$ cat config.mk
export PLATFORM = sky130hd
export DESIGN_NAME = flf_job_queue
export DESIGN_NICKNAME = d
export VERILOG_FILES = /design/src/design/flf_pkg.sv /design/src/design/flf_job_queue.sv
export VERILOG_INCLUDE_DIRS = /design/src /design/src/design
export SDC_FILE = /design/constraint.sdc
export NUM_CORES = 1
export LEC_CHECK = 0
export BUFFER_PORTS_ARGS = -buffer_cell sky130_fd_sc_hd__clkbuf_2
export CAP_MARGIN = 25
export CORE_UTILIZATION = 42
export DETAILED_ROUTE_END_ITERATION = 8
export PLACE_DENSITY = 0.62
export SETUP_SLACK_MARGIN = 0.2
export SYNTH_ARGS = -nofsm -noshare
export SYNTH_HDL_FRONTEND = slang
export SYNTH_SLANG_ARGS = --single-unit
$ cat constraint.sdc
create_clock -name clk -period 10.75 [get_ports clk]
set_input_delay 2.15 -clock clk [delete_from_list [all_inputs] [get_ports clk]]
set_output_delay 2.15 -clock clk [all_outputs]
set_load 0.05 [all_outputs]
$ cat src/design/fir_line_filter_mirrored_border_macros.svh
// ----------------------------------------------------------------------------
// Assertion macros for the line FIR filter
// Implication checks, same cycle and next cycle, reset-qualified.
// ----------------------------------------------------------------------------
`ifndef FIR_LINE_FILTER_MIRRORED_BORDER_MACROS_SVH
`define FIR_LINE_FILTER_MIRRORED_BORDER_MACROS_SVH

// antecedent implies consequent in the same cycle
`define FLF_ASSERT_IMP(label, clk_s, rst_s, ante, cons) \
    label: assert property (@(posedge clk_s) disable iff (!rst_s) (ante) |-> (cons)) \
        else $error("flf: same-cycle check failed");

// antecedent implies consequent in the next cycle
`define FLF_ASSERT_NXT(label, clk_s, rst_s, ante, cons) \
    label: assert property (@(posedge clk_s) disable iff (!rst_s) (ante) |=> (cons)) \
        else $error("flf: next-cycle check failed");

`endif

$ cat src/design/flf_pkg.sv
// ----------------------------------------------------------------------------
// flf_pkg
// Shared constants, register codes and job types of the line FIR filter.
// ----------------------------------------------------------------------------
`default_nettype none

package flf_pkg;

    localparam int IN_BITS        = 16;
    localparam int OUT_BITS       = 22;
    localparam int COEF_FIELD     = 16;
    localparam int FRAC_BITS      = 14;
    localparam int HW_BITS        = 3;
    localparam int HW_LIMIT       = 7;
    localparam int NUM_COEF_WORDS = 4;
    localparam int CFG_DATA_BITS  = 64;
    localparam int CFG_ADDR_BITS  = 6;
    localparam int QUEUE_DEPTH    = 4;
    localparam int QPTR_BITS      = 2;
    localparam int QCNT_BITS      = 3;
    localparam int LANE_GROUP     = 4;

    typedef logic [2:0] reg_idx_t;

    localparam reg_idx_t REG_HALF_WIDTH = 3'd0;
    localparam reg_idx_t REG_COEF0      = 3'd1;
    localparam reg_idx_t REG_COEF1      = 3'd2;
    localparam reg_idx_t REG_COEF2      = 3'd3;
    localparam reg_idx_t REG_COEF3      = 3'd4;

    localparam logic [CFG_DATA_BITS-1:0] COEF0_RESET = 64'd16384;

    typedef logic [1:0] job_kind_t;

    localparam job_kind_t JOB_NORMAL = 2'd0;
    localparam job_kind_t JOB_DRAIN  = 2'd1;
    localparam job_kind_t JOB_SHORT  = 2'd2;

    typedef struct packed {
        job_kind_t            kind;
        logic [HW_BITS-1:0]   h;
    } job_ctrl_t;

    typedef struct packed {
        logic [HW_BITS-1:0]                                half_width;
        logic [NUM_COEF_WORDS-1:0][CFG_DATA_BITS-1:0]      coef_words;
    } cfg_regs_t;

endpackage

`default_nettype wire

$ cat src/design/flf_job_queue.sv
// ----------------------------------------------------------------------------
// flf_job_queue
// Short FIFO of filter jobs between front and back.
// ----------------------------------------------------------------------------
`default_nettype none
`include "fir_line_filter_mirrored_border_macros.svh"

module flf_job_queue #(
    parameter  int MAX_HALF_WIDTH = 7,
    parameter  int SAMPLE_BITS    = 16,
    localparam int WIN_DEPTH      = 2 * MAX_HALF_WIDTH + 1,
    localparam int CNT_W          = $clog2(WIN_DEPTH + 1),
    localparam int SB             = (SAMPLE_BITS < flf_pkg::IN_BITS) ? SAMPLE_BITS
                                                                     : flf_pkg::IN_BITS
) (
    input  logic                            clk,
    input  logic                            rst_n,
    input  logic                            push,
    input  flf_pkg::job_ctrl_t              push_ctrl,
    input  logic [CNT_W-1:0]                push_n,
    input  logic [WIN_DEPTH-1:0][SB-1:0]    push_win,
    input  logic                            pop,
    output flf_pkg::job_ctrl_t              head_ctrl,
    output logic [CNT_W-1:0]                head_n,
    output logic [WIN_DEPTH-1:0][SB-1:0]    head_win,
    output logic                            full,
    output logic                            empty
);
    import flf_pkg::*;

    job_ctrl_t                    ctrl_mem [QUEUE_DEPTH];
    logic [CNT_W-1:0]             n_mem    [QUEUE_DEPTH];
    logic [WIN_DEPTH-1:0][SB-1:0] win_mem  [QUEUE_DEPTH];
    logic [QPTR_BITS-1:0]         wr_ptr_reg;
    logic [QPTR_BITS-1:0]         rd_ptr_reg;
    logic [QCNT_BITS-1:0]         cnt_reg;

    assign full  = cnt_reg == QCNT_BITS'(QUEUE_DEPTH);
    assign empty = cnt_reg == '0;

    always_ff @(posedge clk)
    begin
        if (push)
        begin
            ctrl_mem[wr_ptr_reg] <= push_ctrl;
            n_mem[wr_ptr_reg]    <= push_n;
            win_mem[wr_ptr_reg]  <= push_win;
        end
    end

    always_ff @(posedge clk or negedge rst_n)
    begin
        if (!rst_n)
        begin
            wr_ptr_reg <= '0;
            rd_ptr_reg <= '0;
            cnt_reg    <= '0;
        end
        else
        begin
            if (push)
                wr_ptr_reg <= wr_ptr_reg + 1'b1;
            if (pop)
                rd_ptr_reg <= rd_ptr_reg + 1'b1;
            if (push && !pop)
                cnt_reg <= cnt_reg + 1'b1;
            else if (pop && !push)
                cnt_reg <= cnt_reg - 1'b1;
        end
    end

    assign head_ctrl = ctrl_mem[rd_ptr_reg];
    assign head_n    = n_mem[rd_ptr_reg];
    assign head_win  = win_mem[rd_ptr_reg];

    `FLF_ASSERT_IMP(a_push_has_room, clk, rst_n, push, !full)
    `FLF_ASSERT_IMP(a_pop_has_job, clk, rst_n, pop, !empty)
    `FLF_ASSERT_NXT(a_cnt_tracks_ptrs, clk, rst_n, push && !pop && !full,
                    cnt_reg != '0 && $past(wr_ptr_reg) != wr_ptr_reg)

endmodule

`default_nettype wire

Word level (Yosys, flattened, before mapping) --
Memories as Yosys holds them, arrays and structs flattened. Index checks and enable logic that the tools add are counted.
Operators by class: $add $sub $neg 4, multipliers 0, div/mod/pow operators 0, order comparisons 0, eq/ne operators 1, shifts and indexed selects 0, muxes and demuxes 4, bitwise operators 0, reductions and logical operators 6
Operator list (number):
- 3-bit 2-to-1 mux | 2
- 2-bit by 1-bit adder with 2-bit output (second input constant) | 2
- 3-bit by 1-bit adder with 3-bit output (second input constant) | 1
- 3-bit == test (second input constant) | 1
- 3-bit logical NOT | 1
- 3-bit by 1-bit subtractor with 3-bit output (second input constant) | 1
- 1-bit logical AND | 2
- 1-bit logical NOT | 2
- 1-bit 2-to-1 mux | 2
- 2-bit nonzero test | 1
Storage, ports and cells: register bits 7, latch bits 0, bits in writable memories 996, memory bits (read-only) 0, bits of input ports 253, output and inout bits 251, word-level logic and storage cells 21, memories kept 3
Memories:
- win_mem | words 4, width 240, read ports 1, clocked after Yosys merged registers in 0, write ports 1, line flf_job_queue.sv:33 | logic [WIN_DEPTH-1:0][SB-1:0] win_mem [QUEUE_DEPTH];
- ctrl_mem | words 4, width 5, read ports 1, clocked after Yosys merged registers in 0, write ports 1, line flf_job_queue.sv:31 | job_ctrl_t ctrl_mem [QUEUE_DEPTH];
- n_mem | words 4, width 4, read ports 1, clocked after Yosys merged registers in 0, write ports 1, line flf_job_queue.sv:32 | logic [CNT_W-1:0] n_mem [QUEUE_DEPTH];

Longest topological paths before layout --
Gate-level depths: netlist (run 1).
word-level depth 4, mapped depth 7, depth with buffers taken out 7

Worst setup path after synthesis (run 1) --
Ideal clock, no wire load.
path kind input to register, start point input push, end point memory ctrl_mem[1][0] in the netlist's numbering, enable pin, library setup time 0.640 ns, arrival time 7.780 ns, required time 10.110 ns, setup slack 2.330 ns, stages 1, path buffers 0, cells stage by stage and2_1
Between the ends: word-level cells in the longest chain between the ends 2
Ends and longest elaborated chain:
- start, declared | line flf_job_queue.sv:18 | input logic push,
- 1-bit 2-to-1 mux | line flf_job_queue.sv:43 | if (push)
- 1-bit 2-to-1 mux (not written as such) | line flf_job_queue.sv:45 | ctrl_mem[wr_ptr_reg] <= push_ctrl;
- end, declared | line flf_job_queue.sv:31
No other way between the ends.

==> results of run 1 <==
[cells in the mapped netlist, drive strengths merged]
master  instances
and2            4
buf            49
clkbuf          7
dfrtp           7
edfxtp        996
fa              1
ha              5
inv             4
mux2            1
mux4          249
nand2           2
nor2            1
nor3            1
nor3b           1
o21ai           1
xnor2           2
xor2            4
[per-layer routing]
layer  wire (µm)  share of wire, %
met5         134              0.19
met3        6250               8.7
met4        1690               2.4
met2       35900                50
met1       27600                39
[stage by stage]
stage                     utilization [%]  total power [mW]  setup slack [ns]  area (µm²)  hold WS [ns]
after floorplan                         -              9.67              2.33       36300         0.456
after global routing                 50.5              14.4              4.41       43200         0.516
after global placement               46.9              10.7              5.34       40100         0.474
after CTS                            50.5              14.0              4.62       43200         0.491
after detailed placement             46.9              10.7              5.35       40100         0.480
final                                50.6              13.8              4.73       43200         0.492
[cell type report]
type                    count  area [µm²]
repair buffers            518        2720
fillers                  6812       42200
flip-flops and latches   1003       30100
inverters                   4        15.0
multi-input cells         272        5820
diodes                      9        22.5
clock inverters            49         440
well taps                1144        1430
clock buffers             133        2650
[how the worst max path moves through the flow]
| stage | from | to | slack (ns) | cells past startpoint |
|---|---|---|---|---|
| after floorplan | push | ctrl_mem[1][0] | 2.33 | 1 |
| after global placement | rd_ptr_reg[0] | head_win[94] | 5.34 | 4 |
| after CTS | rd_ptr_reg[0] | head_win[59] | 4.62 | 4 |
| after global routing | rd_ptr_reg[0] | head_win[59] | 4.41 | 4 |
| after detailed placement | rd_ptr_reg[0] | head_win[59] | 5.35 | 4 |
| final | rd_ptr_reg[0] | head_win[59] | 4.73 | 4 |
[power by group]
group          total (mW)  internal [mW]  switching [mW]
sequential           5.31           5.12           0.190
clock                3.26           1.83            1.42
combinational        5.25           1.46            3.79
total                13.8           8.41            5.40
[kinds of logic (layout without fill, tap and decap cells)]
group,count (synthesis),count (layout),synth area share (%)
flip-flops,1003,1003,82.8
multiplexers,250,250,15.5
buffers and inverters,60,704,1.17
AND/OR/NAND/NOR,9,9,0.134
adder cells (fa/ha/maj),6,6,0.227
XOR/XNOR,6,6,0.145
AO/OA/AOI/OAI,1,1,0.0138
other,0,9,0
==> metrics.yaml, run 1 <==
tritoncts: "built"
final_common_cell: "edfxtp_1"
slowest_delay_ns: 0.80
cellLeakagePower_nw: 14.6
cts.htree.levels: 3
routedWlPerCell_um: 22.9
final.setup.tns_ns: 0
power_density_nw_per_um2: 320
die_h_um: 296
placementRows: 107
grt_pass1_wl_um: 105000
cts_hold_buffers: 0
syn-instance-count: 1335
grt_util_met2_pct: 26.3
clock-root-buffer: "clkbuf_16"
grt_overflow: 0
reg2reg_slack_ns: 7.53
gp_congestion: 0.731
insertion_delay_ns: 0.65
report.final.slew_viol_count: 0
regMostFlops: "win_mem"
post_cts_resized: 0
grt_use_met3_pct: 6.15
critPathMaxFanout: 104
port_buffers: 503
clock-sinks: 1003
hp-start: "cnt_reg[2]"
synth-seq-cells: 1003
startpoint_type: "register"
worstHoldPathType: "reg -> reg"
synth-seq-area-share_pct: 82.8
relSlewSlack_pct: 18.1
cts_buffers: 100
syn_avg_cell_area_um2: 27.2
synth_area_leaders: "edfxtp_1 82%, mux4_2 15%, buf_6 0.68%"
largest_reg_flops: 960
antenna_found_initial: 17
crit_path_top_delay_cell: "dfrtp_4"
drc: 0
grtUsageMet1_pct: 19.8
r2r-start: "wr_ptr_reg[0]"
ios: 504
period_share_pct: 56.0
finalHoldViolations: 0
ant_nets: 0
worstMarginPinSlew_ns: 1.23
grt_use_total_pct: 16.0
cp.required_ns: 8.60
place_hpwl_um: 42500
crit_family: "buffers and inverters"
dr.pass1.iters: 5
ys_types: 18
synthesis.nets: 1594
start_util_pct: 42.5
grt_busiest_layer: "met2"
coreArea_um2: 85400
final_cell_mix: "996 x edfxtp_1, 503 x clkbuf_2, 249 x mux4_2, 100 x clkbuf_16, 31 x clkbuf_1"
fin_nets: 2158
layout-drive-gt1-share_pct: 45.7
outcome: "complete, no violations"
final_cells: 3132
area_delta_synth_final_pct: 18.9
post_cts.repair.setup_buffers: 0
hold_path_depth: 1
cap_viol_max_count: 0
vias: 15900
period_needed_ns: 6.02
yosys.area.top_type: "edfxtp_1"
worstReg2RegEnd: "win_mem[2][54]"
ys_warn_count: 0
via_per_inst: 5.09
hold_path_end: "cnt_reg[2]"
die-area_um2: 87600
rsz0062_at_grt: "false"
critPathKind: "reg -> out"
crit_chain: "buf_12, buf_4, mux4_2, clkbuf_2"
fmax_mhz: 166
setup_violations: 0
clk_pin_slew_ns: 0.06
synth_top_area_share_pct: 82.4
clockBufferDepth: 3
finClkSkew_ns: 0.0368
netlist_area_um2: 36300
grt_max_degree: 144
fp.dieW_um: 296
cp_data_arrival_time_ns: 3.87
ff2ff_path_depth: 5
crit_buf_inv: 3
top_regs: "win_mem: 960 flops, ctrl_mem: 20 flops, n_mem: 16 flops"
peakVddDrop_v: 0.000253
routed_wl_um: 71600
worstSetupEndpointType: "primary output"
dp_cells: 2941
grt_pass1_vias: 16800
drtIter0Drc: 917
(Power assumes the default switching activity.)
==> run 2, diff against run 1 <==
- PLACE_DENSITY: 0.62 -> 0.65
- clock period: 10.75 -> 5.4 ns (I/O delays scaled with it)
==> run 2 against run 1 <==
  * Clock power is 99% higher
  * Sequential share of layout area decreased by 0.44 points
  * Clock skew is 0.021 ns lower
  * Combinational power up 100%
  * Clock-buffer cell count decreased by 10
  * Register-to-register slack lost 4.4 ns
  * Global-route usage increased by 0.58 points
  * Power grew 100%
  * Final cell count up 0.70%
  * Hold slack got worse by 0.23 ns
  * Sequential power grew 100%
  * Core utilization rose by 0.32 points
  * Largest cell class unchanged
==> metrics.yaml, run 2 (synthesized netlist as in run 1, its figures left out) <==
routed_wl_um: 73300
insertion_delay_ns: 0.67
cp_num_cells: 3
crit_family: "flip-flops"
antenna_found_initial: 15
relSlewSlack_pct: 38.8
fp.dieW_um: 296
grt_pass1_vias: 17200
grt_pass1_wl_um: 107000
fin_nets: 2186
tritoncts: "built"
port_buffers: 503
critPathCapture: "head_win[75]"
start_util_pct: 42.5
outcome: "complete, no violations"
finClkSkew_ns: 0.0156
startpoint_type: "register"
die-area_um2: 87600
p_comb_share_pct: 38.1
worstReg2RegEnd: "win_mem[1][125]"
post_cts.repair.setup_buffers: 0
grt_overflow: 0
critPathMaxFanout: 66
final_common_cell: "edfxtp_1"
startpoint: "rd_ptr_reg[0]"
cts.htree.levels: 3
cp_data_arrival_time_ns: 3.05
peakVddDrop_v: 0.000452
drtIter0Drc: 971
report.final.slew_viol_count: 0
vias: 16100
power_density_nw_per_um2: 636
setup_violations: 0
worstMarginPinSlew_ns: 0.918
dr.pass1.iters: 5
pwr-share-seq_pct: 38.5
whs_ns: 0.258
placementRows: 107
reg2reg_slack_ns: 3.14
coreArea_um2: 85400
ant_nets: 0
layout-drive-gt1-share_pct: 46.7
cts_hold_buffers: 0
r2r-start: "wr_ptr_reg[1]"
place_hpwl_um: 46600
worstSetupEndpointType: "primary output"
gp_congestion: 0.769
clk_pin_slew_ns: 0.06
period_needed_ns: 4.13
drc: 0
die_h_um: 296
dp_slack_ns: 1.90
ff2ff_path_depth: 4
cts_buffers: 103
post_cts_resized: 0
worstHoldPathType: "in -> async"
clock-sinks: 1003
clkPwrFrac_pct: 23.4
cp.required_ns: 4.32
clockBufferDepth: 3
top_regs: "win_mem: 960 flops, ctrl_mem: 20 flops, n_mem: 16 flops"
final_cells: 3154
regMostFlops: "win_mem"
crit_chain: "buf_12, mux4_2, clkbuf_2"
crit_buf_inv: 2
grt_use_total_pct: 16.6
critPathKind: "reg -> out"
fmax_mhz: 242
final_cell_mix: "996 x edfxtp_1, 503 x clkbuf_2, 249 x mux4_2, 103 x clkbuf_16, 27 x clkinv_1"
p_sw_share_pct: 38.9
clock-root-buffer: "clkbuf_16"
via_per_inst: 5.12
period_share_pct: 76.4
finalHoldViolations: 0
ios: 504
cap_viol_max_count: 0
slowest_delay_ns: 0.89
p_int_mw: 16.9
dp_cells: 2965
routedWlPerCell_um: 23.2
fillCellCount: 6794
grt_max_degree: 102
p_switching_mw: 10.8
final.setup.tns_ns: 0
crit_path_top_delay_cell: "dfrtp_4"
rsz0062_at_grt: "false"
largest_reg_flops: 960
cellLeakagePower_nw: 14.8
worst_slack_ns: 1.27
area_delta_synth_final_pct: 19.7
fin_util_pct: 50.9
[run 2: changes by cell type in the layout (fill, tap and decap cells not counted), sizes merged]
cell,before,now
clkbuf,636,626
diode,9,4
clkinvlp,2,4
buf,15,40
inv,7,8
clkinv,40,49
[run 2: layout make-up]
class	count	area (µm²)	area share [%]
Clock buffer	123	2650	6.10
Multi-Input combinational cell	272	5820	13.4
Antenna cell	4	10.0	0.0230
Sequential cell	1003	30100	69.2
Clock inverter	61	423	0.973
Tap cell	1144	1430	3.29
Inverter	4	15.0	0.0346
Timing Repair Buffer	543	3010	6.93
[run 2: through the flow]
step / total power [mW] / cell area, µm²
detailed placement: 21.5 / 40300
global placement: 21.4 / 40300
finish: 27.6 / 43500
floorplan: 19.0 / 36300
global route: 28.7 / 43500
CTS: 28.0 / 43400
[run 2: routing by layer]
metal | up-vias | global-route usage, % | part of all wire, %
li1 | 7040 | - | -
met1 | 8450 | 20.2 | 38
met2 | 504 | 27.8 | 51
met3 | 118 | 5.69 | 8.5
met4 | 22 | 5.37 | 2.1
met5 | - | 0 | 0.20
[run 2: power by group through the flow]
| stage | sequential, mW | combinational, mW | clock [mW] |
|---|---|---|---|
| 6_report | 10.6 | 10.5 | 6.48 |
| 5_1_grt | 10.7 | 11.1 | 6.92 |
| 4_1_cts | 10.7 | 10.7 | 6.64 |
| 3_5_place_dp | 10.8 | 10.7 | 0 |
| 3_3_place_gp | 10.7 | 10.7 | 0 |
| 2_1_floorplan | 10.7 | 8.34 | 0 |
[run 2: how the worst min path moves through the flow]
stage	startpoint	to	slack (ns)	depth (start not counted)
after floorplan	cnt_reg[2]	cnt_reg[2]	0.46	1
after global placement	cnt_reg[2]	cnt_reg[2]	0.47	1
after detailed placement	cnt_reg[2]	cnt_reg[2]	0.50	1
after CTS	rst_n	rd_ptr_reg[1]	0.19	1
after global routing	rst_n	cnt_reg[1]	0.23	1
final	rst_n	cnt_reg[2]	0.26	1
