==> src/design/fir_line_filter_mirrored_border_macros.svh <==
// ----------------------------------------------------------------------------
// Assertion macros for the line FIR filter
// Implication checks, same cycle and next cycle, reset-qualified.
// ----------------------------------------------------------------------------
`ifndef FIR_LINE_FILTER_MIRRORED_BORDER_MACROS_SVH
`define FIR_LINE_FILTER_MIRRORED_BORDER_MACROS_SVH

// antecedent implies consequent in the same cycle
`define FLF_ASSERT_IMP(label, clk_s, rst_s, ante, cons) \
    label: assert property (@(posedge clk_s) disable iff (!rst_s) (ante) |-> (cons)) \
        else $error("flf: same-cycle check failed");

// antecedent implies consequent in the next cycle
`define FLF_ASSERT_NXT(label, clk_s, rst_s, ante, cons) \
    label: assert property (@(posedge clk_s) disable iff (!rst_s) (ante) |=> (cons)) \
        else $error("flf: next-cycle check failed");

`endif

==> src/design/flf_pkg.sv <==
// ----------------------------------------------------------------------------
// flf_pkg
// Shared constants, register codes and job types of the line FIR filter.
// ----------------------------------------------------------------------------
`default_nettype none

package flf_pkg;

    localparam int IN_BITS        = 16;
    localparam int OUT_BITS       = 22;
    localparam int COEF_FIELD     = 16;
    localparam int FRAC_BITS      = 14;
    localparam int HW_BITS        = 3;
    localparam int HW_LIMIT       = 7;
    localparam int NUM_COEF_WORDS = 4;
    localparam int CFG_DATA_BITS  = 64;
    localparam int CFG_ADDR_BITS  = 6;
    localparam int QUEUE_DEPTH    = 4;
    localparam int QPTR_BITS      = 2;
    localparam int QCNT_BITS      = 3;
    localparam int LANE_GROUP     = 4;

    typedef logic [2:0] reg_idx_t;

    localparam reg_idx_t REG_HALF_WIDTH = 3'd0;
    localparam reg_idx_t REG_COEF0      = 3'd1;
    localparam reg_idx_t REG_COEF1      = 3'd2;
    localparam reg_idx_t REG_COEF2      = 3'd3;
    localparam reg_idx_t REG_COEF3      = 3'd4;

    localparam logic [CFG_DATA_BITS-1:0] COEF0_RESET = 64'd16384;

    typedef logic [1:0] job_kind_t;

    localparam job_kind_t JOB_NORMAL = 2'd0;
    localparam job_kind_t JOB_DRAIN  = 2'd1;
    localparam job_kind_t JOB_SHORT  = 2'd2;

    typedef struct packed {
        job_kind_t            kind;
        logic [HW_BITS-1:0]   h;
    } job_ctrl_t;

    typedef struct packed {
        logic [HW_BITS-1:0]                                half_width;
        logic [NUM_COEF_WORDS-1:0][CFG_DATA_BITS-1:0]      coef_words;
    } cfg_regs_t;

endpackage

`default_nettype wire

==> src/design/flf_sample_if.sv <==
// ----------------------------------------------------------------------------
// flf_sample_if
// Input channel: one pixel word per handshake, with end-of-line mark.
// ----------------------------------------------------------------------------
`default_nettype none

interface flf_sample_if;
    import flf_pkg::*;

    logic               valid;
    logic               ready;
    logic [IN_BITS-1:0] sample;
    logic               last_in_line;

    modport source (output valid, output sample, output last_in_line, input ready);
    modport sink   (input valid, input sample, input last_in_line, output ready);
endinterface

`default_nettype wire

==> src/design/flf_front.sv <==
// ----------------------------------------------------------------------------
// flf_front
// Takes samples, shifts the window, tracks line position and issues jobs.
// ----------------------------------------------------------------------------
`default_nettype none

module flf_front #(
    parameter  int MAX_HALF_WIDTH = 7,
    parameter  int SAMPLE_BITS    = 16,
    localparam int WIN_DEPTH      = 2 * MAX_HALF_WIDTH + 1,
    localparam int CNT_W          = $clog2(WIN_DEPTH + 1),
    localparam int SB             = (SAMPLE_BITS < flf_pkg::IN_BITS) ? SAMPLE_BITS
                                                                     : flf_pkg::IN_BITS
) (
    input  logic                            clk,
    input  logic                            rst_n,
    input  flf_pkg::cfg_regs_t              cfg,
    flf_sample_if.sink                      samples,
    input  logic                            q_full,
    output logic                            push,
    output flf_pkg::job_ctrl_t              push_ctrl,
    output logic [CNT_W-1:0]                push_n,
    output logic [WIN_DEPTH-1:0][SB-1:0]    push_win
);
    import flf_pkg::*;

    localparam int HMAX = (MAX_HALF_WIDTH < HW_LIMIT) ? MAX_HALF_WIDTH : HW_LIMIT;
    localparam logic [HW_BITS-1:0] H_CAP = HW_BITS'(HMAX);
    localparam int CMP_W = (CNT_W > HW_BITS) ? CNT_W : HW_BITS;

    logic [WIN_DEPTH-1:0][SB-1:0] win_reg;
    logic [WIN_DEPTH-1:0][SB-1:0] win_next;
    logic [CNT_W-1:0]             pos_reg;
    logic [CNT_W-1:0]             pos_next;
    logic [HW_BITS-1:0]           h;
    logic                         accept;
    logic                         pos_ge_h;

    assign samples.ready = !q_full;
    assign accept        = samples.valid && samples.ready;

    assign h        = (cfg.half_width > H_CAP) ? H_CAP : cfg.half_width;
    assign pos_ge_h = CMP_W'(pos_reg) >= CMP_W'(h);
    assign win_next = {win_reg[WIN_DEPTH-2:0], samples.sample[SB-1:0]};

    always_comb
    begin
        if (samples.last_in_line)
            pos_next = '0;
        else if (pos_reg == CNT_W'(WIN_DEPTH))
            pos_next = pos_reg;
        else
            pos_next = pos_reg + 1'b1;
    end

    always_comb
    begin
        push_ctrl.h = h;
        if (!samples.last_in_line)
            push_ctrl.kind = JOB_NORMAL;
        else if (pos_ge_h)
            push_ctrl.kind = JOB_DRAIN;
        else
            push_ctrl.kind = JOB_SHORT;
    end

    assign push     = accept && (samples.last_in_line || pos_ge_h);
    assign push_n   = pos_reg;
    assign push_win = win_next;

    always_ff @(posedge clk or negedge rst_n)
    begin
        if (!rst_n)
        begin
            win_reg <= '0;
            pos_reg <= '0;
        end
        else if (accept)
        begin
            win_reg <= win_next;
            pos_reg <= pos_next;
        end
    end

endmodule

`default_nettype wire

==> src/flat_wrapper.sv <==
// flat-port wrapper written by rule: the top's interface ports become plain ports
module flf_front_flat import flf_pkg::*;
#(
    parameter  int MAX_HALF_WIDTH = 7,
    parameter  int SAMPLE_BITS    = 16,
    localparam int WIN_DEPTH      = 2 * MAX_HALF_WIDTH + 1,
    localparam int CNT_W          = $clog2(WIN_DEPTH + 1),
    localparam int SB             = (SAMPLE_BITS < flf_pkg::IN_BITS) ? SAMPLE_BITS
                                                                     : flf_pkg::IN_BITS
)
  (clk, rst_n, cfg, q_full, push, push_ctrl, push_n, push_win, samples_valid, samples_sample, samples_last_in_line, samples_ready);
  flf_sample_if samples_i ();
  input  logic clk;
  input  logic rst_n;
  input  flf_pkg::cfg_regs_t cfg;
  input  logic q_full;
  output logic push;
  output flf_pkg::job_ctrl_t push_ctrl;
  output logic [CNT_W-1:0] push_n;
  output logic [WIN_DEPTH-1:0][SB-1:0] push_win;
  input wire logic [$bits(samples_i.valid)-1:0] samples_valid;
  input wire logic [$bits(samples_i.sample)-1:0] samples_sample;
  input wire logic [$bits(samples_i.last_in_line)-1:0] samples_last_in_line;
  output wire logic [$bits(samples_i.ready)-1:0] samples_ready;
  assign samples_i.valid = samples_valid;
  assign samples_i.sample = samples_sample;
  assign samples_i.last_in_line = samples_last_in_line;
  assign samples_ready = samples_i.ready;
  flf_front #(.MAX_HALF_WIDTH(MAX_HALF_WIDTH), .SAMPLE_BITS(SAMPLE_BITS)) u_core (.clk(clk), .rst_n(rst_n), .cfg(cfg), .samples(samples_i), .q_full(q_full), .push(push), .push_ctrl(push_ctrl), .push_n(push_n), .push_win(push_win));
endmodule
==> config.mk <==
export PLATFORM = sky130hd
export DESIGN_NAME = flf_front_flat
export DESIGN_NICKNAME = d
export VERILOG_FILES = /design/src/design/fir_line_filter_mirrored_border_macros.svh /design/src/design/flf_pkg.sv /design/src/design/flf_sample_if.sv /design/src/design/flf_front.sv /design/src/flat_wrapper.sv
export SDC_FILE = /design/constraint.sdc
export NUM_CORES = 1
export LEC_CHECK = 0
export BUFFER_PORTS_ARGS = -buffer_cell sky130_fd_sc_hd__buf_2
export CAP_MARGIN = 0
export CORE_AREA = 5 5 203 205
export CTS_CLUSTER_DIAMETER = 30
export DETAILED_ROUTE_END_ITERATION = 16
export DIE_AREA = 0 0 208 210
export SLEW_MARGIN = 20
export SYNTH_ARGS = -nofsm -noshare
export SYNTH_HDL_FRONTEND = slang
export SYNTH_SLANG_ARGS = --single-unit
==> constraint.sdc <==
create_clock -name clk -period 1.6 [get_ports clk]
set_input_delay 0.4 -clock clk [delete_from_list [all_inputs] [get_ports clk]]
set_output_delay 0.4 -clock clk [all_outputs]
set_load 0.02 [all_outputs]
Word-level counts from Yosys, hierarchy flattened
Cells that the tools add are included.
{"block": "totals", "reg_bits": 228, "latchBits": 0, "ram_bits": 0, "romBits": 0, "inputBits": 280, "out_inout_bits": 251, "word_cells": 30, "memories": 0}
{"block": "classes", "n_addsub": 1, "multipliers": 0, "n_div": 0, "magnitude_cmp": 2, "n_eq_ne": 2, "shifts": 0, "mux": 5, "bitwise": 0, "n_reduce_logical": 5}
{"operator": "$mux 4", "count": 2}
{"operator": "$add 4x1->4 const B", "count": 1}
{"operator": "$eq 4x4->1 const B", "count": 1}
{"operator": "$ge 4x3->1", "count": 1}
{"operator": "$mux 2", "count": 2}
{"operator": "$gt 3x3->1 const B", "count": 1}
{"operator": "$mux 3", "count": 1}
{"operator": "$logic_and 1x1->1", "count": 2}
{"operator": "$ne 2x2->1 const B", "count": 1}
{"operator": "$reduce_and 2->1", "count": 1}
{"operator": "$logic_not 1->1", "count": 1}
{"operator": "$logic_or 1x1->1", "count": 1}

Depth between registers and ports, before layout
Gate-level depths: netlist of run 1.
{"block": "depth", "word_depth": 5, "depth_mapped": 6, "depth_no_buf": 5}

Worst setup path before layout of run 1
No wires, ideal clock.
{"block": "synth_timing", "kind": "register to output", "from": "reg u_core.pos_reg[2], in the netlist u_core.push_n[2]", "to": "out push_ctrl[4] in the netlist's numbering", "arrival_ns": 1.451, "t_required_ns": 1.200, "setup_slack_ns": -0.251, "stages_incl_launch_ff": 5, "n_path_buf": 0, "path_cell_list": "dfrtp_1 > ha_1 > a211oi_1 > o21ai_0 > nor2_1"}
{"item": "from (decl)", "line": "flf_front.sv:33", "text": "logic [CNT_W-1:0] pos_reg;"}
{"item": "from (signal assigned)", "line": "flf_front.sv:81", "text": "pos_reg <= pos_next;"}
{"item": "to (decl)", "line": "flat_wrapper.sv:18", "text": "output flf_pkg::job_ctrl_t push_ctrl;"}

Worst setup path after layout of run 1
{"block": "layout_timing", "from": "reg u_core.pos_reg[2], in the netlist u_core.push_n[2]", "to": "out push"}
{"block": "layout_via", "elab_chain_cells": 3}
{"item": "$ge 4x3->1", "line": "flf_front.sv:43", "text": "assign pos_ge_h = CMP_W'(pos_reg) >= CMP_W'(h);"}
{"item": "$logic_or 1x1->1", "line": "flf_front.sv:67", "text": "assign push = accept && (samples.last_in_line || pos_ge_h);"}
{"item": "$logic_and 1x1->1", "line": "flf_front.sv:67"}
{"item": "to (decl)", "line": "flat_wrapper.sv:17", "text": "output logic push;"}
No other way between the ends.

==> out/qor.txt, run 1 <==
status = finished with violations
failing checks = setup timing
switching power = 0.007467 W
post-route ant nets = 0
Switching Fraction = 0.3223
standard-cell rows = 73
Max Fclk = 440.5 MHz
first-pass GRT wire length = 47020 um
die area = 43680 um2
Ys Warns = 0
Final min period = 2.270 ns
VDD IR max = 1121 uV
Non-Filler Instances = 1925
Reg2Reg Depth = 6
Residual DRC = 0
RSZ-0062 raised after global routing = yes
CTS tree = yes
initial DRC count = 361
worst-margin pin slew = 0.3463 ns
post-route setup slack = -0.6703 ns
worst skew pair latency = 0.56 ns
initial antenna violation count = 0
Leakage Power = 7.799 nW
Hold Slack = 0.06270 ns
max-slew violations = 0
Synth Area per Inst = 8.852 um2
starting density of the core = 0.2263
Placed Cells incl. Taps = 1786
Die H = 210 um
Sequential Power Share = 0.342
power density cells = 1737 nW/um2
Num CTS Buffers = 52
GRT Util Overall = 0.1348
CP Class = register to output port
critical path arrival = 1.87 ns
Yosys cell types = 24
antenna diode count = 0
CTS root buffer = clkbuf_16
Area after DPL = 11090 um2
Fillers = 4022
Area Growth Syn to Fin = 50.11%
worst relative slew slack = 0.7686
fin crit share = 1.419
Syn Nets = 1288
Setup Skew = 0.01550 ns
GR Overflow Total = 0
#FFs+latches synth = 228
Clock Pin Slew Worst Setup and Hold Paths = 0.04 ns
Final Util = 0.3397
deepest clock path buffer count = 3
GP Congestion = 0.8251
total number of vias = 7938
Die Width = 208 um
post-route cell area = 13340 um2
vias per cell = 4.124
Reg area = 5718 um2
layout cell share with drive strength beyond 1 = 0.3414
WP data required = 1.20 ns
worst min path class = input port to register
Fin. Hold Viols = 0
number of port buffers = 274
drt pass-1 iters = 5
Max-Cap Viols = 0
crit path max fanout = 3
Post-Syn Instances = 1004
DRT Wirelength = 30220 um
WHS Path Cells = 3
commonest cells after routing, fill and taps aside = nand2_1, buf_2, dfrtp_1
area occupied by multi-input gates = 2760 um2
htree depth = 2
number of nets in the layout = 1644
Post-Syn Area = 8887 um2
startpoint types = register
sequential area share after synthesis = 0.6420
Clk pwr share = 0.441
Ports = 531
pre-CTS WS = -0.2912 ns
core area = 39280 um2
Comb power frac = 0.217
Sink Count = 228
commonest non-fill, non-tap cell in the layout = nand2_1
Wirelength per Cell = 15.70 um
Power Internal = 0.01570 W
vias in the first global route = 8357
Post-DP HPWL = 21580 um
critical path endpoint category = output port
largest net degree at the start of global routing = 53
final setup violation count = 5
==> per-stage QoR <==
step / total power (W) / setup TNS, ns
floorplan: 0.01025 / -0.1193
global placement: 0.01244 / -0.6569
detailed placement: 0.01251 / -0.7317
CTS: 0.02339 / -2.420
global route: 0.02427 / -2.285
finish: 0.02317 / -1.973
==> sequential cells by signal (all words and copies together) (netlist names) <==
signal           cells
u_core.push_win    224
u_core.push_n        4
==> power groups by stage <==
| stage | sequential [W] | clock (W) | combinational (W) |
|---|---|---|---|
| after floorplan | 0.00911 | 0 | 0.00115 |
| after global placement | 0.00802 | 0 | 0.00442 |
| after detailed placement | 0.00806 | 0 | 0.00445 |
| after CTS | 0.00793 | 0.0104 | 0.00502 |
| after global routing | 0.00807 | 0.0107 | 0.00547 |
| final | 0.00792 | 0.0102 | 0.00503 |
==> final cells by class <==
class | instances | share of cell area
clock inverters | 22 | 0.01716
well taps | 525 | 0.04924
repair buffers | 372 | 0.1837
flip-flops and latches | 228 | 0.4286
clock buffers | 72 | 0.1129
inverters | 5 | 0.001407
multi-input cells | 701 | 0.2069
==> worst paths after layout <==
check,start,end,slack [ns]
max in group asynchronous,rst_n,u_core.push_win[65],0.72
setup reg to reg,u_core.push_n[1],u_core.push_n[1],0.19
min in group asynchronous,rst_n,u_core.push_win[189],0.33
hold / removal,samples_sample[7],u_core.push_win[23],0.06
setup / recovery,u_core.push_n[2],push,-0.67
hold reg to reg,u_core.push_win[233],u_core.push_win[233],0.47
==> logic make-up after synthesis <==
family | after synthesis | share of synthesized area
and+or+nand+nor | 685 | 0.2917
DFF | 228 | 0.6420
buffers and inverters | 75 | 0.05237
AOI/OAI and AO/OA | 12 | 0.008307
adders and majority gates | 4 | 0.005632
==> worst max-delay path, stage by stage, from the launching register on <==
cell	delay, ns
dfrtp_2	0.42
ha_4	0.23
a211oi_2	0.20
o21ai_2	0.12
o21a_2	0.22
buf_6	0.13
==> timing repair <==
action / 4_1_cts / 5_1_grt
buffers inserted: 37 / 7
resized for setup: 54 / 13
pin swaps: 4 / 2
hold buffers: 1 / 0
endpoints found under the setup margin: 48 / 18
hold endpoints to repair: 116 / 0
==> routing by layer <==
layer  track usage  vias up  part of all wire
met1        0.1664     3782              0.41
met2        0.2135      344              0.46
met4       0.04598        0             0.022
met5             0        -                 0
met3       0.05775       47              0.11
li1              -     3765                 -
==> synthesized netlist by cell type, drive strengths merged <==
master  count  area, um2
a211oi      1      7.510
a21oi       4      20.02
a31o        1      8.760
a31oi       1      6.260
and2        1      6.260
and3        1      6.260
and4        1      8.760
buf        67      435.4
clkbuf      3      11.26
dfrtp     228       5705
ha          4      50.05
inv         5      18.77
nand2     676       2537
nand2b      1      6.260
nand3       1      5.000
nand4       1      6.260
nor2        1      3.750
nor2b       2      12.51
o21a        1      7.510
o21ai       3      15.01
o311ai      1      8.760
(Power assumes the default switching activity.)
==> inputs of run 2 (changes only) <==
--- a/config.mk
+++ b/config.mk
@@ -5,12 +5,13 @@
 export SDC_FILE = /design/constraint.sdc
 export NUM_CORES = 1
 export LEC_CHECK = 0
+export ABC_AREA = 1
 export BUFFER_PORTS_ARGS = -buffer_cell sky130_fd_sc_hd__buf_2
 export CAP_MARGIN = 0
-export CORE_AREA = 5 5 203 205
+export CORE_AREA = 5 5 204 206
 export CTS_CLUSTER_DIAMETER = 30
 export DETAILED_ROUTE_END_ITERATION = 16
-export DIE_AREA = 0 0 208 210
+export DIE_AREA = 0 0 209 211
 export SLEW_MARGIN = 20
 export SYNTH_ARGS = -nofsm -noshare
 export SYNTH_HDL_FRONTEND = slang
==> out/qor.txt, run 2 <==
total number of vias = 8076
final setup violation count = 7
number of nets in the layout = 1669
worst relative slew slack = 0.6306
core area = 39460 um2
GRT Util Overall = 0.1334
Setup Skew = 0.02863 ns
Final Util = 0.3528
critical path arrival = 1.75 ns
number of synthesized flops with an enable pin = 0
crit-path max cell delay = 0.41 ns
GR Overflow Total = 0
Clk pwr share = 0.458
die area = 44100 um2
Placed Cells incl. Taps = 1773
Non-Filler Instances = 1954
drt pass-1 iters = 5
post-route ant nets = 0
commonest non-fill, non-tap cell in the layout = nand2_1
GP Congestion = 0.8215
Area Growth Syn to Fin = 56.48%
fin crit share = 1.347
standard-cell rows = 73
DRT Wirelength = 30060 um
layout cell share with drive strength beyond 1 = 0.3611
Max-Cap Viols = 0
Ports = 531
worst skew pair latency = 0.58 ns
worst-margin pin slew = 0.5541 ns
Wirelength per Cell = 15.38 um
critical path endpoint category = output port
Hold Slack = 0.03258 ns
Post-Syn Area = 8896 um2
power density cells = 1772 nW/um2
Switching Fraction = 0.3167
main area contributors after synthesis = dfrtp_1, nand2_1, o21ai_0
Clock Pin Slew Worst Setup and Hold Paths = 0.04 ns
cell taking the most area after synthesis = dfrtp_1
Die Width = 209 um
Power Internal = 0.01686 W
most frequent cell after synthesis = nand2_1
Leakage Power = 7.894 nW
top cells by count, synth = nand2_1, dfrtp_1, o21ai_0
initial DRC count = 586
first-pass GRT wire length = 46700 um
Sequential Power Share = 0.318
startpoint types = register
asr flop ratio synth = 1.000
crit path max fanout = 2
Num CTS Buffers = 54
worst path cell trace = ha_4, inv_2, nor2_4, nand2_2, nand3_4, nand2_2, inv_2, buf_6
post-synth top area share = 0.6414
Post-Syn Instances = 1002
Comb power frac = 0.224
switching power = 0.007814 W
crit path max-delay cell type = dfrtp_2
status = finished with violations
Final min period = 2.154 ns
post-route setup slack = -0.5545 ns
Synth Area per Inst = 8.878 um2
deepest clock path buffer count = 3
vias per cell = 4.133
Die H = 211 um
Sink Count = 228
largest net degree at the start of global routing = 120
CP Class = register to output port
sequential area share after synthesis = 0.6414
pre-CTS WS = -0.2163 ns
number of port buffers = 274
max-slew violations = 0
Yosys cell types = 18
CTS tree = yes
starting density of the core = 0.2255
failing checks = setup timing
RSZ-0062 raised after global routing = yes
WP data required = 1.20 ns
vias in the first global route = 8290
htree depth = 2
worst min path class = input port to register
Max Fclk = 464.1 MHz
max reg flops = 224
#FFs+latches synth = 228
VDD IR max = 1139 uV
Syn Nets = 1286
CTS root buffer = clkbuf_16
Fillers = 3976
Post-DP HPWL = 20150 um
commonest cells after routing, fill and taps aside = nand2_1, dfrtp_1, buf_2
top_reg_cell synth = dfrtp_1
antenna diode count = 0
initial antenna violation count = 0
Ys Warns = 0
Tot Pwr = 0.02467 W
Residual DRC = 0
Fin. Hold Viols = 0
## run 2: kinds of logic (layout without fill, tap and decap cells)
kind of cell / Yosys count / after routing / share of synthesized area
compound gates: 34 / 34 / 0.01941
simple gates: 638 / 638 / 0.2710
buf+inv: 97 / 524 / 0.06160
xor+xnor: 1 / 1 / 0.0009847
fa+ha+maj: 4 / 4 / 0.005626
flops: 228 / 228 / 0.6413
## run 2: metal layers
layer | global-route usage | part of all wire | up-vias
met5 | 0 | 0 | -
met4 | 0.05671 | 0.027 | 0
met3 | 0.05570 | 0.11 | 48
met2 | 0.2030 | 0.44 | 390
met1 | 0.1676 | 0.42 | 3820
li1 | - | - | 3818
## run 2: metrics by stage
stage | instance area [um2] | setup TNS, ns
detailed placement | 10990 | -0.5855
global placement | 10990 | -0.5565
global route | 13920 | -2.403
finish | 13920 | -1.844
CTS | 13680 | -2.193
floorplan | 8940 | 0
## run 2: worst max-delay path, delay by kind of cell, from the launching register on
kind | cells | cell delay [ns]
adder cells (fa/ha/maj) | 1 | 0.26
flip-flops | 1 | 0.41
buffers and inverters | 3 | 0.19
AND/OR/NAND/NOR | 4 | 0.34
## run 2: final timing paths
path | startpoint | end | slack (ns) | depth (start not counted)
max | u_core.push_n[2] | push_ctrl[3] | -0.55 | 8
min | samples_sample[11] | u_core.push_win[27] | 0.03 | 3
max reg2reg | u_core.push_n[1] | u_core.push_n[2] | 0.16 | 6
min reg2reg | u_core.push_win[126] | u_core.push_win[142] | 0.47 | 2
max in group asynchronous | rst_n | u_core.push_win[134] | 0.66 | 3
min in group asynchronous | rst_n | u_core.push_win[44] | 0.36 | 2
## run 2: area by class of cell
class	instances	area, um2	share of cell area
multi-input cells	677	2726	0.1958
inverters	29	113.9	0.008179
well taps	525	656.9	0.04719
clock inverters	30	427.9	0.03074
repair buffers	395	2771	0.1991
flip-flops and latches	228	5723	0.4111
clock buffers	70	1501	0.1079
## run 2: what timing repair did
| item | 4_1_cts | 5_1_grt |
|---|---|---|
| hold buffers | 4 | 0 |
| setup buffers | 56 | 22 |
| hold endpoints to repair | 40 | 0 |
| gates resized for setup | 104 | 35 |
| pin swaps | 7 | 0 |
| endpoints found under the setup margin | 70 | 46 |
## run 2: power by group through the flow
stage	sequential (W)	clock, W	combinational, W
global route	0.00798	0.0119	0.00602
finish	0.00784	0.0113	0.00553
global placement	0.00794	0	0.00444
detailed placement	0.00798	0	0.00448
floorplan	0.00909	0	0.00120
CTS	0.00784	0.0115	0.00535
