## src/design/fir_line_filter_mirrored_border_macros.svh

```systemverilog
// ----------------------------------------------------------------------------
// Assertion macros for the line FIR filter
// Implication checks, same cycle and next cycle, reset-qualified.
// ----------------------------------------------------------------------------
`ifndef FIR_LINE_FILTER_MIRRORED_BORDER_MACROS_SVH
`define FIR_LINE_FILTER_MIRRORED_BORDER_MACROS_SVH

// antecedent implies consequent in the same cycle
`define FLF_ASSERT_IMP(label, clk_s, rst_s, ante, cons) \
    label: assert property (@(posedge clk_s) disable iff (!rst_s) (ante) |-> (cons)) \
        else $error("flf: same-cycle check failed");

// antecedent implies consequent in the next cycle
`define FLF_ASSERT_NXT(label, clk_s, rst_s, ante, cons) \
    label: assert property (@(posedge clk_s) disable iff (!rst_s) (ante) |=> (cons)) \
        else $error("flf: next-cycle check failed");

`endif

```

## src/design/flf_pkg.sv

```systemverilog
// ----------------------------------------------------------------------------
// flf_pkg
// Shared constants, register codes and job types of the line FIR filter.
// ----------------------------------------------------------------------------
`default_nettype none

package flf_pkg;

    localparam int IN_BITS        = 16;
    localparam int OUT_BITS       = 22;
    localparam int COEF_FIELD     = 16;
    localparam int FRAC_BITS      = 14;
    localparam int HW_BITS        = 3;
    localparam int HW_LIMIT       = 7;
    localparam int NUM_COEF_WORDS = 4;
    localparam int CFG_DATA_BITS  = 64;
    localparam int CFG_ADDR_BITS  = 6;
    localparam int QUEUE_DEPTH    = 4;
    localparam int QPTR_BITS      = 2;
    localparam int QCNT_BITS      = 3;
    localparam int LANE_GROUP     = 4;

    typedef logic [2:0] reg_idx_t;

    localparam reg_idx_t REG_HALF_WIDTH = 3'd0;
    localparam reg_idx_t REG_COEF0      = 3'd1;
    localparam reg_idx_t REG_COEF1      = 3'd2;
    localparam reg_idx_t REG_COEF2      = 3'd3;
    localparam reg_idx_t REG_COEF3      = 3'd4;

    localparam logic [CFG_DATA_BITS-1:0] COEF0_RESET = 64'd16384;

    typedef logic [1:0] job_kind_t;

    localparam job_kind_t JOB_NORMAL = 2'd0;
    localparam job_kind_t JOB_DRAIN  = 2'd1;
    localparam job_kind_t JOB_SHORT  = 2'd2;

    typedef struct packed {
        job_kind_t            kind;
        logic [HW_BITS-1:0]   h;
    } job_ctrl_t;

    typedef struct packed {
        logic [HW_BITS-1:0]                                half_width;
        logic [NUM_COEF_WORDS-1:0][CFG_DATA_BITS-1:0]      coef_words;
    } cfg_regs_t;

endpackage

`default_nettype wire

```

## src/design/flf_cfg_regs.sv

```systemverilog
// ----------------------------------------------------------------------------
// flf_cfg_regs
// APB register file: half width and four packed coefficient words.
// ----------------------------------------------------------------------------
`default_nettype none

module flf_cfg_regs (
    input  logic                               clk,
    input  logic                               rst_n,
    input  logic                               psel,
    input  logic                               penable,
    input  logic                               pwrite,
    input  logic [flf_pkg::CFG_ADDR_BITS-1:0]  paddr,
    input  logic [flf_pkg::CFG_DATA_BITS-1:0]  pwdata,
    output logic [flf_pkg::CFG_DATA_BITS-1:0]  prdata,
    output logic                               pready,
    output flf_pkg::cfg_regs_t                 cfg
);
    import flf_pkg::*;

    logic [HW_BITS-1:0]                           half_width_reg;
    logic [NUM_COEF_WORDS-1:0][CFG_DATA_BITS-1:0] coef_reg;
    reg_idx_t                                     idx;
    logic                                         wr;

    assign idx    = paddr[CFG_ADDR_BITS-1:3];
    assign wr     = psel && penable && pwrite;
    assign pready = 1'b1;

    always_ff @(posedge clk or negedge rst_n)
    begin
        if (!rst_n)
        begin
            half_width_reg <= '0;
            coef_reg[0]    <= COEF0_RESET;
            coef_reg[1]    <= '0;
            coef_reg[2]    <= '0;
            coef_reg[3]    <= '0;
        end
        else if (wr)
        begin
            unique case (idx)
                REG_HALF_WIDTH: half_width_reg <= pwdata[HW_BITS-1:0];
                REG_COEF0:      coef_reg[0]    <= pwdata;
                REG_COEF1:      coef_reg[1]    <= pwdata;
                REG_COEF2:      coef_reg[2]    <= pwdata;
                REG_COEF3:      coef_reg[3]    <= pwdata;
                default:        ;
            endcase
        end
    end

    always_comb
    begin
        unique case (idx)
            REG_HALF_WIDTH: prdata = CFG_DATA_BITS'(half_width_reg);
            REG_COEF0:      prdata = coef_reg[0];
            REG_COEF1:      prdata = coef_reg[1];
            REG_COEF2:      prdata = coef_reg[2];
            REG_COEF3:      prdata = coef_reg[3];
            default:        prdata = '0;
        endcase
    end

    assign cfg.half_width = half_width_reg;
    assign cfg.coef_words = coef_reg;

endmodule

`default_nettype wire

```

## config.mk

```make
export PLATFORM = sky130hd
export DESIGN_NAME = flf_cfg_regs
export DESIGN_NICKNAME = d
export VERILOG_FILES = /design/src/design/fir_line_filter_mirrored_border_macros.svh /design/src/design/flf_pkg.sv /design/src/design/flf_cfg_regs.sv
export SDC_FILE = /design/constraint.sdc
export NUM_CORES = 1
export LEC_CHECK = 0
export ABC_AREA = 1
export BUFFER_PORTS_ARGS = -buffer_cell sky130_fd_sc_hd__buf_2
export CAP_MARGIN = 25
export CORE_MARGIN = 1.5
export CORE_UTILIZATION = 49
export DETAILED_ROUTE_END_ITERATION = 6
export PLACE_DENSITY = 0.78
export RECOVER_POWER = 50
export SETUP_SLACK_MARGIN = 0.02
export SLEW_MARGIN = 20
export SYNTH_ARGS = -nofsm -noshare
export SYNTH_HDL_FRONTEND = slang
export SYNTH_SLANG_ARGS = --single-unit
```

## constraint.sdc

```tcl
create_clock -name clk -period 3.2 [get_ports clk]
set_clock_uncertainty 0.15 [all_clocks]
set_input_delay 0.48 -clock clk [delete_from_list [all_inputs] [get_ports clk]]
set_output_delay 0.48 -clock clk [all_outputs]
set_load 0.03 [all_outputs]
```

Yosys cells after proc, flatten, opt, wreduce, memory -nomap -nowiden --
Index checks and enable logic that the tools add are counted.
Operators by class: equal/unequal tests 4, multiplexer cells 1, reductions and logical operators 8
Operators by type and width (count):
- $pmux 64 s5 | 1
- $reduce_and 2->1 | 5
- $eq 3x2->1 const B | 2
- $eq 3x1->1 const B | 1
- $eq 3x3->1 const B | 1
- $logic_not 3->1 | 1
- $logic_and 1x1->1 | 2
Storage, ports and cells: register bits after elaboration 259, output and inout port bits 324, input port bits 75, logic and storage cells 18

Depth between registers and ports, before layout --
Gate-level depths: netlist (run 1).
depth in word-level cells 3, mapped depth 7, gate-level depth less buffers 5

Worst setup path after synthesis (run 1) --
OpenSTA, ideal clock, no wires.
kind input-to-output, start in paddr[3] (netlist name), end out prdata[36] (netlist name), path slack 986 ps, required time 2570 ps, data arrival time 1584 ps, stages 6, cells stage by stage buf_2 > nor2_4 > buf_2 > clkbuf_1 > nand3_1 > nand4_1
Between the ends: cells in the longest elaborated chain, start to end 2, elaborated cells on any way between the ends 6
Ends and longest elaborated chain:
- start, declared | line flf_cfg_regs.sv:13 | input logic [flf_pkg::CFG_ADDR_BITS-1:0] paddr,
- $eq 3x3->1, or another cell as far along | line flf_cfg_regs.sv:55 | unique case (idx)
- $pmux 64 s5 (*) | line flf_cfg_regs.sv:55
- end, declared | line flf_cfg_regs.sv:15 | output logic [flf_pkg::CFG_DATA_BITS-1:0] prdata,
Every way passes the cells marked *; elsewhere a longest branch is shown, timed or not.

Final worst setup path (run 1) --
start in paddr[5] (netlist name), end out prdata[2] (netlist name)
Same word-level chain as after synthesis.

==> results.yml, run 1 <==
outcome:
  outcome: "complete, but fails checks"
  violations: "max-capacitance violations, max-slew violations"
floorplan:
  die_width_um: 160
  start_util_pct: 49.9
  die_y_um: 160
  core_area_sq_um: 24200
  die-area_sq_um: 25700
  rows: 57
  ios: 399
sta:
  min_period_over_period_pct: 86.4
  setup_viol: 0
  slew_headroom_pct: -11.1
  tightest_slew_ns: 1.67
  fin_crit_ns: 2.77
  fmaxAchievable_mhz: 362
  rsz0062_at_grt: "false"
  hold_viol_final: 0
  setup_ws_ns: 0.434
  fin_hold_ws_ns: 0.0400
  fin_setup_tns_ns: 0
  slew_violations: 33
global_routing:
  antenna_found_initial: 3
  grt_pass1_vias: 12300
  track_usage_pct: 33.4
  grt_pass1_wl_um: 68200
  grt_overflow: 0
  grt_max_degree: 99
setup_path:
  cp_data_arrival_time_ns: 2.14
  crit_chain: "clkbuf_1 -> inv_1 -> buf_4 -> nand4_1 -> nand2_1 -> nor2_1 -> nand2_1 -> buf_2"
  end_kind: "primary output"
  path_buf_inv: 4
  critical-path-slowest-cell: "buf_4"
  path_class: "in -> out"
  cp.required_ns: 2.57
  crit_path_frequent_cell: "nand2_1"
  max_stage_delay_ns: 0.76
  critical_path.top_delay_family: "buffers and inverters"
  critPathMaxFanout: 69
  cp-start-kind: "input port"
power:
  ir_worst_vdd_uv: 414
  cellPowerDensity_nw_per_um2: 718
  power_leakage_nw: 7.76
placement:
  placed_cells: 2135
  portBuffers: 394
  routabilityCongestion: 0.936
  dp_slack_ns: 0.388
  place_area_sq_um: 14300
  hpwl_um: 26800
layout:
  syn2layout_area_growth_pct: 24.6
  fillers: 2207
  fin_cells: 2191
  drive_gt1_share_pct: 18.8
  largest_reg_flops: 256
  fin_area_sq_um: 15100
  nets: 1917
  final_common_cell: "nand2_1"
  final_cell_mix: "nand2_1 (593), buf_2 (264), o21ai_0 (259)"
routing:
  num_vias: 13000
  drt_iter0_drc: 1478
  drc: 0
  avgViaCountPerCell: 5.95
  dr.pass1.iters: 6
  wire_per_inst_um: 19.9
  wl_um: 43500
  ant_nets: 0
run:
  cap_viol_max_count: 1
logic_synthesis:
  synth_seq_cells: 259
  syn_avg_cell_area_sq_um: 7.95
  yosysUniqueCellTypes: 16
  syn_inst: 1523
  syn_area_sq_um: 12100
  seq_area_frac_synth_pct: 53.6
  yosys_warnings: 0
  syn_nets: 1598
clock_tree:
  clk_latency_ns: 0.53
  htree_levels: 1
  cts_tree: "done"
  clk_pin_slew_worst_paths_ns: 0.06
  clock_tree.buffer_depth: 3
  root_buffer: "clkbuf_16"
  cts.sinks: 259
  cts_setup_buffers: 0
  numCtsBuffers: 28
worst_hold_path:
  hold_path_class: "in -> reg"
==> worst min-delay path, cell delays in order <==
cell and delay [ns]:
buf_2 0.11, nand2_1 0.05, nand2_1 0.05
==> synthesized netlist by cell type (all sizes together) <==
| library cell | count | share of area (%) |
|---|---|---|
| conb | 1 | 0.031 |
| nand4 | 125 | 6.5 |
| inv | 1 | 0.031 |
| dfstp | 1 | 0.22 |
| buf | 66 | 2.5 |
| nand3b | 1 | 0.062 |
| clkbuf | 72 | 2.2 |
| dfrtp | 258 | 53 |
| nor2 | 11 | 0.51 |
| o21ai | 259 | 11 |
| nand2 | 595 | 18 |
| nand3 | 133 | 5.5 |
==> stage by stage <==
stage / power [mW] / utilization [%]
finish: 10.8 / 62.2
global route: 11.3 / 62.2
CTS: 10.9 / 62.9
detailed placement: 7.73 / 59.1
global placement: 7.65 / 59.1
floorplan: 6.43 / -
==> cells by family after synthesis <==
family                 after synthesis  share of synthesized area (%)
buffers and inverters              139                           4.72
other                                1                         0.0310
DFF                                259                           53.6
AOI/OAI and AO/OA                  259                           10.7
and+or+nand+nor                    865                           31.0
==> where the power goes <==
group | internal (mW) | leakage, nW | switching [mW]
combinational | 0.719 | 3.95 | 2.46
sequential | 3.89 | 3.36 | 0.553
clock | 1.91 | 0.452 | 1.29
total | 6.52 | 7.76 | 4.31
==> repair_timing <==
item,4_1_cts,5_1_grt
gates resized for setup,0,0
hold buffers,1,0
hold endpoints to repair,92,0
==> worst paths after layout <==
kind / startpoint / slack (ns) / endpoint / depth (start not counted)
min: pwdata[7] / 0.04 / cfg[199] / 3
min reg2reg: cfg[14] / 0.33 / cfg[14] / 2
max in group asynchronous: rst_n / 0.64 / cfg[32] / 3
max reg2reg: cfg[14] / 2.29 / cfg[14] / 2
max: paddr[5] / 0.43 / prdata[2] / 8
min in group asynchronous: rst_n / 0.66 / cfg[114] / 2
==> metal layers <==
metal  routed length, um  track usage [%]  up-vias
met5                   0                0        -
met4                2080             15.9        0
met3                4520             5.43      158
met2               20700             54.4      908
met1               16200             43.6     6185
li1                    -                -     5777
==> cell type report <==
cell class	instances	area [sq um]	share of cell area, %
well taps	324	405	2.69
repair buffers	427	2160	14.3
diodes	4	10.0	0.0664
inverters	1	3.75	0.0249
clock inverters	10	106	0.705
multi-input cells	1125	5100	33.8
flip-flops and latches	259	6480	43.0
clock buffers	41	811	5.38
Power figures use the tool's default switching activity.
==> run 2, diff against run 1 <==
- CELL_PAD_IN_SITES_DETAIL_PLACEMENT: not set -> 0
- CELL_PAD_IN_SITES_GLOBAL_PLACEMENT: not set -> 1
- CORE_UTILIZATION: 49 -> 33
- PLACE_DENSITY: 0.78 -> not set
- PLACE_DENSITY_LB_ADDON: not set -> 0.1
- clock period: 3.2 -> 2.3 ns (I/O delays scaled with it)
==> run 2 against run 1 <==
Net effect: the run now ends clean; register-to-register slack got worse by 0.87 ns; non-clock buffer count rose by 85; hold slack better by 0.28 ns; final cell count up 10%; combinational power grew 48%; setup slack worse by 0.18 ns; routed wire length grew 16%; clock power up 50%; utilization decreased by 16 points; critical path depth decreased by 3; via count down 2.8%; first-iteration DRC count decreased by 45%; critical endpoint is now prdata[29]; largest cell class unchanged.
==> results.yml, run 2 (synthesis gave the netlist of run 1 again) <==
clock_tree:
  clk_pin_slew_worst_paths_ns: 0.06
  cts_tree: "done"
  cts_setup_buffers: 0
  htree_levels: 1
  clk_latency_ns: 0.55
  numCtsBuffers: 31
  clock_tree.buffer_depth: 3
  root_buffer: "clkbuf_16"
  cts.sinks: 259
global_routing:
  grt_pass1_vias: 12600
  track_usage_pct: 26.2
  grt_overflow: 0
  busiest_layer: "met2"
  grt_use_met1_pct: 35.3
  grt_max_degree: 93
  antenna_found_initial: 1
  grt_use_met3_pct: 5.62
  use_met2_pct: 42.0
  grt_pass1_wl_um: 77500
sta:
  slew_headroom_pct: 20.2
  fmaxAchievable_mhz: 489
  fin_setup_tns_ns: 0
  rsz0062_at_grt: "false"
  hold_viol_final: 0
  setup_ws_ns: 0.253
  tightest_slew_ns: 1.19
  min_period_over_period_pct: 89.0
  slew_violations: 0
  fin_crit_ns: 2.05
  setup_viol: 0
routing:
  drc: 0
  drt_iter0_drc: 814
  avgViaCountPerCell: 5.24
  dr.pass1.iters: 5
  num_vias: 12700
  wire_per_inst_um: 20.9
  wl_um: 50400
  ant_nets: 0
setup_path:
  cp_data_arrival_time_ns: 1.55
  path_class: "in -> out"
  cp-start-kind: "input port"
  critical-path-slowest-cell: "buf_4"
  cp.required_ns: 1.80
  critPathMaxFanout: 44
  max_stage_delay_ns: 0.46
  crit_chain: "buf_4 -> buf_4 -> nand4_1 -> nand4_1 -> buf_2"
  end_kind: "primary output"
placement:
  place_area_sq_um: 14900
  routabilityCongestion: 0.778
  dp_slack_ns: 0.265
  hpwl_um: 31800
  portBuffers: 394
floorplan:
  die_width_um: 195
  die_y_um: 195
  start_util_pct: 33.8
  ios: 399
  die-area_sq_um: 37800
  rows: 69
  core_area_sq_um: 35800
worst_hold_path:
  hold_path_class: "in -> reg"
layout:
  nets: 2005
  syn2layout_area_growth_pct: 35.7
  largest_reg_flops: 256
  fin_area_sq_um: 16400
  final_cell_mix: "nand2_1 (593), buf_2 (390), o21ai_0 (259)"
  final_common_cell: "nand2_1"
  drive_gt1_share_pct: 25.7
run:
  cap_viol_max_count: 0
power:
  ir_worst_vdd_uv: 582
  cellPowerDensity_nw_per_um2: 953
  power_leakage_nw: 8.67
  fin_total_pwr_mw: 15.7
outcome:
  outcome: "completed"
[run 2: cell type report]
class	instances	area [sq um]
multi-input cells	1125	5100
inverters	1	5.00
clock buffers	47	886
diodes	1	2.50
fillers	3617	19400
well taps	461	577
repair buffers	512	3280
flip-flops and latches	259	6480
clock inverters	8	92.6
[run 2: worst paths after layout]
kind,start,end,slack (ns),depth (start not counted)
worst min-delay path,paddr[3],cfg[190],0.32,6
worst max register to register,cfg[14],cfg[14],1.42,2
worst max-delay path,paddr[3],prdata[29],0.25,5
min in group asynchronous,rst_n,cfg[125],0.42,2
max in group asynchronous,rst_n,cfg[32],0.35,3
worst min register to register,cfg[14],cfg[14],0.33,2
[run 2: per-stage QoR]
step           hold WS [ns]  instances  util, %
4_1_cts               0.239       2413     46.0
6_report              0.319       2414     45.8
2_1_floorplan        -0.101       1523        -
5_1_grt               0.333       2414     45.8
3_3_place_gp          0.223       2293     41.5
3_5_place_dp          0.225       2293     41.5
[run 2: power breakdown]
part           internal (mW)  switching [mW]  total [mW]
Combinational           1.23            3.48        4.72
Clock                   2.85            1.94        4.79
Sequential              5.41           0.743        6.15
[run 2: what timing repair did]
item	CTS	global route
hold buffers	65	0
gates resized for setup	0	0
hold endpoints to repair	320	0
[run 2: layer usage]
layer | part of all wire (%) | vias to the layer above
li1 | - | 5941
met1 | 44 | 6145
met2 | 46 | 483
met3 | 7.2 | 92
met4 | 3.1 | 0
met5 | 0 | -
[run 2: critical path, delay by kind of cell]
kind	cells	cell delay, ns
buffers and inverters	3	0.86
and+or+nand+nor	2	0.29
==> run 3, diff against run 2 <==
- ABC_AREA: 1 -> not set
- CORE_UTILIZATION: 33 -> 36
- PLACE_DENSITY: not set -> 0.83
- PLACE_DENSITY_LB_ADDON: 0.1 -> not set
==> run 3 against run 2 <==
Net effect: via count shrank 31%; sequential power is essentially flat; combinational power grew 7.4%; synthesized area shrank 5.9%; non-clock buffer count shrank 17; utilization grew 4.8 points; critical endpoint is now prdata[10]; largest cell class unchanged; highest routed layer unchanged.
==> results.yml, run 3 <==
setup_path:
  path_class: "reg -> out"
  cp.required_ns: 1.80
  critical-path-slowest-cell: "dfrtp_1"
  end_kind: "primary output"
  critPathMaxFanout: 3
  crit_path_start: "cfg[74]"
  max_stage_delay_ns: 0.40
  rr_worst_depth: 1
  path_buf_inv: 1
  rrSetupSlack_ns: 1.32
  critical_path.top_delay_family: "flip-flops"
  crit_chain: "mux2i_2 -> nor2_1 -> a221o_1 -> buf_2"
  cp.depth: 4
  cp-start-kind: "flip-flop"
  worstReg2RegStart: "cfg[126]"
  worstReg2RegEnd: "cfg[126]"
  cp_data_arrival_time_ns: 1.74
  crit_end: "prdata[10]"
clock_tree:
  cts_tree: "done"
  numCtsBuffers: 28
  clock_tree.buffer_depth: 3
  cts_setup_buffers: 0
  cts.sinks: 259
  root_buffer: "clkbuf_16"
  htree_levels: 1
  clk_pin_slew_worst_paths_ns: 0.06
  clk_latency_ns: 0.53
layout:
  final_common_cell: "buf_2"
  largest_reg_flops: 256
  final_cell_mix: "buf_2 (390), dfrtp_1 (258), mux2_2 (247)"
  drive_gt1_share_pct: 57.1
  utilization_pct: 50.6
  syn2layout_area_growth_pct: 37.0
  nets: 1331
  antenna_cells: 0
logic_synthesis:
  ys_async_sr_fraction_pct: 100
  yosys.cell_count.top_type: "dfrtp_1"
  synthTopCellsByArea: "dfrtp_1 (57%), mux2_2 (24%), mux2i_1 (5.6%)"
  synth_edf_count: 0
  syn_nets: 859
  synth_flop_cell: "dfrtp_1"
  syn_avg_cell_area_sq_um: 14.5
  syn_area_sq_um: 11400
  synth.largest_area_cell: "dfrtp_1"
  yosysUniqueCellTypes: 25
  syn_inst: 784
  synth_seq_cells: 259
  yosys-top-cells-count: "dfrtp_1 (258), mux2_2 (247), mux2i_1 (64), nor2_1 (62), a221o_1 (61)"
  synth_top_area_share_pct: 56.7
  seq_area_frac_synth_pct: 56.9
  yosys_warnings: 0
floorplan:
  ios: 399
  die-area_sq_um: 32700
  start_util_pct: 36.9
  rows: 64
  core_area_sq_um: 30800
  die_y_um: 181
  die_width_um: 181
global_routing:
  antenna_found_initial: 0
  grt_pass1_wl_um: 54900
  grt_pass1_vias: 9240
  track_usage_pct: 21.3
  grt_overflow: 0
  grt_max_degree: 54
routing:
  avgViaCountPerCell: 5.20
  ant_nets: 0
  drc: 0
  num_vias: 8686
  drt_iter0_drc: 358
  wl_um: 35200
  dr.pass1.iters: 4
  wire_per_inst_um: 21.1
power:
  ir_worst_vdd_uv: 694
  fin_total_pwr_mw: 16.0
  power_leakage_nw: 7.98
  cellPowerDensity_nw_per_um2: 1020
sta:
  tightest_slew_ns: 1.48
  setup_viol: 0
  rsz0062_at_grt: "false"
  hold_viol_final: 0
  min_period_over_period_pct: 97.2
  fmaxAchievable_mhz: 447
  slew_headroom_pct: 1.23
  fin_crit_ns: 2.23
  fin_setup_tns_ns: 0
  slew_violations: 0
outcome:
  outcome: "completed"
placement:
  portBuffers: 394
  hpwl_um: 23400
  routabilityCongestion: 0.809
worst_hold_path:
  hold_path_class: "in -> reg"
run:
  cap_viol_max_count: 0
run 3: changes by cell type after synthesis, sizes merged, moves of 53 or more:
| cell | delta |
|---|---|
| clkbuf | -53 |
| nor2 | +54 |
| nand4 | -124 |
| mux2 | +262 |
| a221o | +61 |
| nand3 | -133 |
| mux2i | +64 |
| o21ai | -259 |
| nand2 | -592 |
run 3: kinds of logic after synthesis:
| logic type | Yosys count | synth area share, % |
|---|---|---|
| buffers and inverters | 53 | 2.62 |
| flip-flops | 259 | 56.9 |
| AO/OA/AOI/OAI | 64 | 5.59 |
| multiplexers | 326 | 31.5 |
| AND/OR/NAND/NOR | 81 | 3.28 |
| other | 1 | 0.0329 |
run 3: per-stage QoR:
| step | setup WS [ns] | std cells | instance area (sq um) | hold slack, ns |
|---|---|---|---|---|
| 4_1_cts | 0.0536 | 1670 | 15800 | 0.169 |
| 2_1_floorplan | 0.232 | 784 | 11400 | -0.101 |
| 6_report | 0.0653 | 1670 | 15600 | 0.320 |
| 3_5_place_dp | 0.142 | 1557 | 14100 | 0.157 |
| 3_3_place_gp | 0.152 | 1557 | 14100 | 0.152 |
| 5_1_grt | 0.0219 | 1670 | 15600 | 0.350 |
run 3: repair_timing:
action / in CTS / in global routing
setup endpoints to repair: 1 / 0
gates resized for setup: 1 / 0
endpoints found under the hold margin: 394 / 0
hold buffers: 65 / 0
run 3: how the worst min path moves through the flow:
stage,start,end,depth (start not counted)
4_1_cts,rst_n,cfg[208],2
5_1_grt,pwrite,half_width_reg[0],4
3_5_place_dp,rst_n,cfg[208],1
6_report,paddr[5],half_width_reg[2],4
2_1_floorplan,rst_n,cfg[0],0
3_3_place_gp,rst_n,cfg[208],1
run 3: cell type report:
class	instances	area (sq um)
multi-input cells	472	4600
fillers	2727	15200
flip-flops and latches	259	6480
well taps	396	495
clock buffers	40	857
clock inverters	8	123
repair buffers	495	3050
run 3: per-layer routing:
layer	wire length, um	track usage, %
met1	14000	25.3
met2	17400	37.2
met3	2570	5.70
met4	1220	7.39
met5	0	0
run 3: report_power, final:
group | internal (mW) | total, mW | switching, mW
Combinational | 1.75 | 5.07 | 3.32
Clock | 2.90 | 4.71 | 1.81
Sequential | 5.46 | 6.17 | 0.718
